$ cat config.mk
export PLATFORM = sky130hd
export DESIGN_NAME = cbc_byte_rotate_block_cipher_top
export DESIGN_NICKNAME = d
export VERILOG_FILES = /design/src/cbcbrc_pkg.sv /design/src/cbc_byte_rotate_block_cipher_top.sv /design/src/cbcbrc_core.sv
export VERILOG_INCLUDE_DIRS = /design/src /design/src/src
export SDC_FILE = /design/constraint.sdc
export NUM_CORES = 1
export LEC_CHECK = 0
export BUFFER_PORTS_ARGS = -buffer_cell sky130_fd_sc_hd__clkbuf_2
export CORE_MARGIN = 5
export CORE_UTILIZATION = 64
export CTS_CLUSTER_DIAMETER = 80
export DETAILED_ROUTE_END_ITERATION = 10
export PLACE_DENSITY_LB_ADDON = 0.25
export SLEW_MARGIN = 40
export SYNTH_ARGS = -nofsm -noshare
export SYNTH_HDL_FRONTEND = slang
export SYNTH_SLANG_ARGS = --single-unit
export TNS_END_PERCENT = 20
$ cat constraint.sdc
create_clock -name i_clk -period 13.1 [get_ports i_clk]
set_clock_uncertainty 0.1 [all_clocks]
set_input_delay 3.93 -clock i_clk [delete_from_list [all_inputs] [get_ports i_clk]]
set_output_delay 3.93 -clock i_clk [all_outputs]
set_load 0.01 [all_outputs]
$ cat src/assert_macros.svh
// Assertion helpers shared by the RTL.
`ifndef ASSERT_MACROS_SVH
`define ASSERT_MACROS_SVH

// Checked on every rising edge, skipped while reset is asserted.
`define ASSERT_CLK_RST(lbl, clk, rst_n, prop) \
    lbl: assert property (@(posedge clk) disable iff (!(rst_n)) (prop)) \
        else $error("assertion failed");

// Checked on every rising edge, reset included.
`define ASSERT_CLK(lbl, clk, prop) \
    lbl: assert property (@(posedge clk) (prop)) else $error("assertion failed");

`endif

$ cat src/cbcbrc_pkg.sv
package cbcbrc_pkg;

    localparam int unsigned BYTE_W    = 8;
    localparam int unsigned NUM_BYTES = 8;
    localparam int unsigned ROUNDS    = 6;
    localparam int unsigned ROT       = 3;
    localparam int unsigned RND_W     = $clog2(ROUNDS);
    localparam int unsigned BIDX_W    = $clog2(NUM_BYTES);
    localparam int unsigned CFG_IDX_W = 2;

    typedef logic [NUM_BYTES-1:0][BYTE_W-1:0] t_block;
    typedef logic [BYTE_W-1:0]                t_byte;
    typedef logic [CFG_IDX_W-1:0]             t_cfg_idx;

    typedef enum logic {
        MODE_ENC = 1'b0,
        MODE_DEC = 1'b1
    } t_mode;

    localparam t_cfg_idx CFG_MODE = t_cfg_idx'(0);
    localparam t_cfg_idx CFG_KEY  = t_cfg_idx'(1);
    localparam t_cfg_idx CFG_IV   = t_cfg_idx'(2);

endpackage

$ cat src/cbc_byte_rotate_block_cipher_top.sv
// Eight-byte block cipher in CBC mode, one 64-bit block per stream transaction.
// Throughput is one block per clock unless the output stream stalls: a block
// lands in the input register, the whole cipher (chain XOR and six rounds of
// byte XOR/rotate) is evaluated in one combinational pass, and the result and
// next chain value are registered together, so the block behind it already
// sees the updated chain. A block passes the input register and then the
// output register before it is offered on the output; the six-round byte chain
// in cbcbrc_core sets the clock period. restart_chain (tuser) selects the initial
// vector instead of the stored chain value. Configuration writes are always
// accepted; an unknown index is ignored, and writing the initial vector does
// not disturb the chain in progress.
`include "assert_macros.svh"

module cbc_byte_rotate_block_cipher_top (
    input  logic                    i_clk,
    input  logic                    i_rst_n,
    // configuration write channel
    input  logic                    i_cfg_valid,
    output logic                    o_cfg_ready,
    input  cbcbrc_pkg::t_cfg_idx    i_cfg_index,
    input  logic [63:0]             i_cfg_data,
    // input stream
    input  logic                    s_axis_tvalid,
    output logic                    s_axis_tready,
    input  logic [63:0]             s_axis_tdata,   // [63:0] block_in
    input  logic                    s_axis_tuser,   // [0] restart_chain
    input  logic                    s_axis_tlast,   // last_block
    // output stream
    output logic                    m_axis_tvalid,
    input  logic                    m_axis_tready,
    output logic [63:0]             m_axis_tdata,   // [63:0] block_out
    output logic                    m_axis_tlast    // last_out
);
    import cbcbrc_pkg::*;

    t_mode  r_mode;
    t_block r_key;
    t_block r_iv;
    t_block r_chain;

    logic   r_in_valid;
    t_block r_in_block;
    logic   r_in_restart;
    logic   r_in_last;

    logic   r_out_valid;
    t_block r_out_block;
    logic   r_out_last;

    logic   w_advance;
    t_block w_chain;
    t_block w_result;

    assign o_cfg_ready = 1'b1;

    always_ff @(posedge i_clk) begin
        if (!i_rst_n) begin
            r_mode <= MODE_ENC;
            r_key  <= '0;
            r_iv   <= '0;
        end else if (i_cfg_valid) begin
            unique case (i_cfg_index)
                CFG_MODE: r_mode <= t_mode'(i_cfg_data[0]);
                CFG_KEY:  r_key  <= t_block'(i_cfg_data);
                CFG_IV:   r_iv   <= t_block'(i_cfg_data);
                default:  ;
            endcase
        end
    end

    assign w_advance     = r_in_valid && (!r_out_valid || m_axis_tready);
    assign s_axis_tready = !r_in_valid || w_advance;

    always_ff @(posedge i_clk) begin
        if (!i_rst_n) begin
            r_in_valid <= 1'b0;
        end else if (s_axis_tready) begin
            r_in_valid <= s_axis_tvalid;
        end
    end

    always_ff @(posedge i_clk) begin
        if (s_axis_tvalid && s_axis_tready) begin
            r_in_block   <= t_block'(s_axis_tdata);
            r_in_restart <= s_axis_tuser;
            r_in_last    <= s_axis_tlast;
        end
    end

    assign w_chain = r_in_restart ? r_iv : r_chain;

    cbcbrc_core u_core (
        .i_block  (r_in_block),
        .i_chain  (w_chain),
        .i_key    (r_key),
        .i_mode   (r_mode),
        .o_result (w_result)
    );

    always_ff @(posedge i_clk) begin
        if (!i_rst_n) begin
            r_out_valid <= 1'b0;
            r_chain     <= '0;
        end else begin
            if (w_advance) begin
                r_out_valid <= 1'b1;
                // CBC: encrypt chains on ciphertext out, decrypt on ciphertext in
                r_chain     <= (r_mode == MODE_DEC) ? r_in_block : w_result;
            end else if (m_axis_tready) begin
                r_out_valid <= 1'b0;
            end
        end
    end

    always_ff @(posedge i_clk) begin
        if (w_advance) begin
            r_out_block <= w_result;
            r_out_last  <= r_in_last;
        end
    end

    assign m_axis_tvalid = r_out_valid;
    assign m_axis_tdata  = r_out_block;
    assign m_axis_tlast  = r_out_last;

    `ASSERT_CLK_RST(a_adv_fills_out, i_clk, i_rst_n, w_advance |=> r_out_valid)
    `ASSERT_CLK_RST(a_enc_chain, i_clk, i_rst_n,
        (w_advance && r_mode == MODE_ENC) |=> (r_chain == r_out_block))
    `ASSERT_CLK_RST(a_dec_chain, i_clk, i_rst_n,
        (w_advance && r_mode == MODE_DEC) |=> (r_chain == $past(r_in_block)))
    `ASSERT_CLK(a_stall_full, i_clk, !s_axis_tready |-> (r_in_valid && r_out_valid))

endmodule

$ cat src/cbcbrc_core.sv
// Full cipher pass: chain XOR plus all rounds, encrypt or decrypt.
module cbcbrc_core (
    input  cbcbrc_pkg::t_block i_block,
    input  cbcbrc_pkg::t_block i_chain,
    input  cbcbrc_pkg::t_block i_key,
    input  cbcbrc_pkg::t_mode  i_mode,
    output cbcbrc_pkg::t_block o_result
);
    import cbcbrc_pkg::*;

    function automatic t_byte rotl(t_byte v);
        return t_byte'((v << ROT) | (v >> (BYTE_W - ROT)));
    endfunction

    function automatic t_byte rotr(t_byte v);
        return t_byte'((v >> ROT) | (v << (BYTE_W - ROT)));
    endfunction

    // Byte i of a round uses key byte (i + r) mod 8; the index wraps by width.
    function automatic t_block enc_round(t_block b, t_block key, logic [RND_W-1:0] r);
        t_block            x;
        t_byte             old7;
        t_byte             prev;
        logic [BIDX_W-1:0] kidx;
        x    = b;
        old7 = b[NUM_BYTES-1];
        for (int i = 0; i < NUM_BYTES; i++) begin
            prev = (i == 0) ? old7 : x[i-1];
            kidx = BIDX_W'(i) + BIDX_W'(r);
            x[i] = rotl(x[i] ^ key[kidx]) ^ prev;
        end
        return x;
    endfunction

    function automatic t_block dec_round(t_block b, t_block key, logic [RND_W-1:0] r);
        t_block            x;
        logic [BIDX_W-1:0] kidx;
        logic [BIDX_W-1:0] pidx;
        x = b;
        for (int i = NUM_BYTES - 1; i >= 0; i--) begin
            pidx = BIDX_W'(i) - BIDX_W'(1);
            kidx = BIDX_W'(i) + BIDX_W'(r);
            x[i] = rotr(x[i] ^ x[pidx]) ^ key[kidx];
        end
        return x;
    endfunction

    t_block w_enc [0:ROUNDS];
    t_block w_dec [0:ROUNDS];

    assign w_enc[0] = i_block ^ i_chain;
    assign w_dec[0] = i_block;

    for (genvar g = 0; g < ROUNDS; g++) begin : g_round
        assign w_enc[g+1] = enc_round(w_enc[g], i_key, RND_W'(g));
        assign w_dec[g+1] = dec_round(w_dec[g], i_key, RND_W'(ROUNDS - 1 - g));
    end

    assign o_result = (i_mode == MODE_DEC) ? (w_dec[ROUNDS] ^ i_chain) : w_enc[ROUNDS];

endmodule

# Yosys cells after proc, flatten, opt, wreduce, memory -nomap -nowiden
# Cells that the tools add are included.
[totals] reg_bits=326 elab_cells=354 inputBits=137 output_inout_bits=68
[classes] mux=5 n_bitwise=290 n_reduce_logical=11 eq_ne=2
[ops] cell="8-bit bitwise XOR" n=192
[ops] cell="5-bit by 8-bit bitwise OR with 8-bit output" n=48
[ops] cell="8-bit by 3-bit bitwise OR with 8-bit output" n=48
[ops] cell="64-bit two-way mux" n=3
[ops] cell="64-bit bitwise XOR" n=2
[ops] cell="2-bit AND reduction" n=3
[ops] cell="2-bit by 1-bit == test with 1-bit output, second input constant" n=1
[ops] cell="2-bit == test, second input constant" n=1
[ops] cell="1-bit logical AND" n=2
[ops] cell="1-bit logical NOT" n=2
[ops] cell="2-bit logical NOT" n=1
[ops] cell="1-bit logical OR" n=2
[ops] cell="1-bit two-way mux" n=2
[ops] cell="2-bit nonzero test" n=1

# Logic depth before layout (Yosys ltp)
[depth] ltp_word=54 depth_mapped=19 depth_no_buf=14

# Cells and area by module
# A second synthesis with hierarchy kept.
[hier_totals] hier_cells=2669 hier_area_um2=28791.4
[modules_own_cells] mod="cbcbrc_core" area_per_inst_um2=16926.2 seq_area_each_um2=0.0 n_inst=1 cells_each=1737
[modules_own_cells] mod="cbc_byte_rotate_block_cipher_top" area_per_inst_um2=11865.1 seq_area_each_um2=7837.5 n_inst=1 cells_each=932

# Least setup slack after synthesis
# No wires, ideal clock.
[synth_path] path_kind="in2out" start="in m_axis_tready" end="out s_axis_tready" setup_slack_ns=4.843 cell_stages=2 arrival_ns=4.227 t_required_ns=9.070 cell_sequence="nor2b_1 nand2_1"
[synth_via] elab_chain_len=3
[synth_lines] item="start, declared" line_no="cbc_byte_rotate_block_cipher_top.sv:30" rtl="input logic m_axis_tready,"
[synth_lines] item="1-bit logical OR" line_no="cbc_byte_rotate_block_cipher_top.sv:71" rtl="assign w_advance = r_in_valid && (!r_out_valid || m_axis_tready);"
[synth_lines] item="1-bit logical AND" line_no="cbc_byte_rotate_block_cipher_top.sv:71"
[synth_lines] item="1-bit logical OR" line_no="cbc_byte_rotate_block_cipher_top.sv:72" rtl="assign s_axis_tready = !r_in_valid || w_advance;"
[synth_lines] item="end, declared" line_no="cbc_byte_rotate_block_cipher_top.sv:24" rtl="output logic s_axis_tready,"
# No other way between the ends.

# Worst setup path after layout
# Ends and elaborated chain as after synthesis.

==> metrics.yaml <==
status: "completed"
wl_met1_mm: 44.0
postCtsSetupBuffers: 0
grt_antenna_before_repair: 1
dp_cells: 3611
start_util_pct: 64.8
ant_nets: 0
top_layer: "met5"
final_nets: 3190
drv_slew: 0
critPathMaxFanout: 4
setup_ws_ns: 4.56
cts.repair.resized: 0
cp_slowest_cell: "nor2b_1"
syn_area_per_cell_um2: 10.1
clk_latency_ns: 0.60
clock_sinks: 326
cts_tree: "done"
netlist_instances: 2908
cpPeakStageDelay_ns: 0.23
first_iter_violations: 3419
start_kind: "primary input"
path_clk_slew_ns: 0.06
rows: 78
num_vias: 23440
routed_wl_mm: 123
cap_violations: 0
gp_congestion: 1.10
ys.flop_type: "dfxtp_1"
numCtsBuffers: 40
finalSetupViolations: 0
reg2reg_slack_ns: 5.46
period_minus_slack_ns: 8.54
grt.total_usage_pct: 47.6
dp_hpwl_mm: 94.6
synth_top_area_share_pct: 30.4
ys_ff_latch: 326
dr.pass1.iters: 6
die-area_um2: 50300
drc: 0
dp_slack_ns: 4.59
yosysTopAreaCell: "xnor2_1"
syn_area_um2: 29400
max_freq_ghz: 0.117
holdCritPathClass: "flop to flop"
routed-wl-met3_mm: 18.1
htreeDepth: 2
cts-root-buf: "clkbuf_16"
drive_gt1_share_pct: 15.1
final_cell_mix: "xnor2_1 (1,006), xor2_1 (322), nand2_1 (306)"
setup_tns_ns: 0
synth_cell_types: 60
mostFrequentLayoutCell: "xnor2_1"
ys_warn_count: 0
final_cells: 3687
rsz0062_at_grt: "false"
hold_buffers: 0
viasPerCell: 6.36
crit_chain: "clkbuf_2, nor2b_1, nand2_1, clkbuf_2"
core_um2: 45400
crit_required_ns: 9.07
multi_input_area_um2: 20800
synth_edf_count: 131
worstMarginPinSlew_ns: 0.941
crit_arrival_ns: 4.51
crit_path_frequent_cell: "clkbuf_2"
avgRoutedWirePerCell_um: 33.5
portBuffers: 203
nFillCells: 3271
maxSlewHeadroom_pct: 36.8
ys_async_sr_fraction_pct: 0
overflow: 0
final-seq-area_um2: 7850
die_w_um: 224
crit_type: "primary input to output port"
yosysSeqAreaShare_pct: 26.7
fin_crit_sh_pct: 65.2
first_global_vias: 23082
cts_buffer_depth: 3
die_h_um: 224
end_kind: "output port"
synth_nets: 3045
io_pins: 205
hold_viol_final: 0
syn_to_final_growth_pct: 10.8
synth.area.top_cells: "xnor2_1 (30%), edfxtp_1 (13%), dfxtp_1 (13%), xor2_1 (9.7%), xnor3_1 (8.7%)"
wl_met2_mm: 51.5
grt_pass1_wl_mm: 170
grt_max_degree: 87
state kept, by name (all words and copies together), names as in the netlist:
register and flops:
m_axis_tdata 64, m_axis_tlast 1, m_axis_tvalid 1, r_chain 64, r_in_block 64, r_in_last 1
r_in_restart 1, r_in_valid 1, r_iv 64, r_key 64, r_mode 1
stage by stage:
stage	hold WS (ns)	cell area [um2]	util [%]
global placement	0.301	31000	68.3
floorplan	0.300	29400	-
finish	0.318	32600	71.8
CTS	0.319	32500	71.7
detailed placement	0.305	31200	68.7
global route	0.343	32600	71.8
cell usage after synthesis (10+ instances only):
cell and number:
mux2i_1 65, xnor3_1 113, dfxtp_1 195, a211o_1 11, xnor2_2 27, nor2_1 75
edfxtp_1 131, xnor2_1 1020, xnor3_2 19, o21ai_0 53, a21o_1 14, clkbuf_1 137
buf_1 18, inv_1 17, xnor2_4 11, xor2_1 325, a21oi_1 202, buf_2 21
nand2_1 306, a211oi_1 10, xor3_1 20
metal layers:
layer / GRT usage, % / vias up
li1: - / 9719
met1: 61.0 / 11228
met3: 15.9 / 525
met5: 0.190 / -
met2: 70.0 / 1966
met4: 28.5 / 2
logic make-up (layout without fill, tap and decap cells):
kind of cell / Yosys count / in the layout / share of synthesized area, %
mux: 78 / 78 / 3.00
simple gates: 419 / 419 / 5.73
buf+inv: 202 / 379 / 2.96
compound gates: 337 / 337 / 6.55
xor+xnor: 1545 / 1545 / 55.1
other cells: 1 / 3 / 0.0128
flops: 326 / 326 / 26.7
final timing paths:
path | start | endpoint | cells past startpoint
worst max-delay path | m_axis_tready | s_axis_tready | 4
worst min register to register | r_in_last$_DFFE_PP_ | m_axis_tlast$_DFFE_PP_ | 0
worst max register to register | r_in_restart$_DFFE_PP_ | m_axis_tdata[55]$_DFFE_PP_ | 15
worst min-delay path | r_in_last$_DFFE_PP_ | m_axis_tlast$_DFFE_PP_ | 0
cell type report:
type / instances / share of cell area (%)
Antenna cell: 2 / 0.0154
Clock buffer: 56 / 3.48
Clock inverter: 18 / 0.749
Inverter: 17 / 0.219
Multi-Input combinational cell: 2380 / 64.0
Sequential cell: 326 / 24.1
Tap cell: 600 / 2.30
Timing Repair Buffer: 288 / 5.17
worst max-delay path, delay by kind of cell:
family        cells  cell delay, ns
buf+inv           2            0.22
simple gates      2            0.35
Power is not shown: default switching activity piles up to over one toggle a cycle in this logic, so the estimate is an artifact.
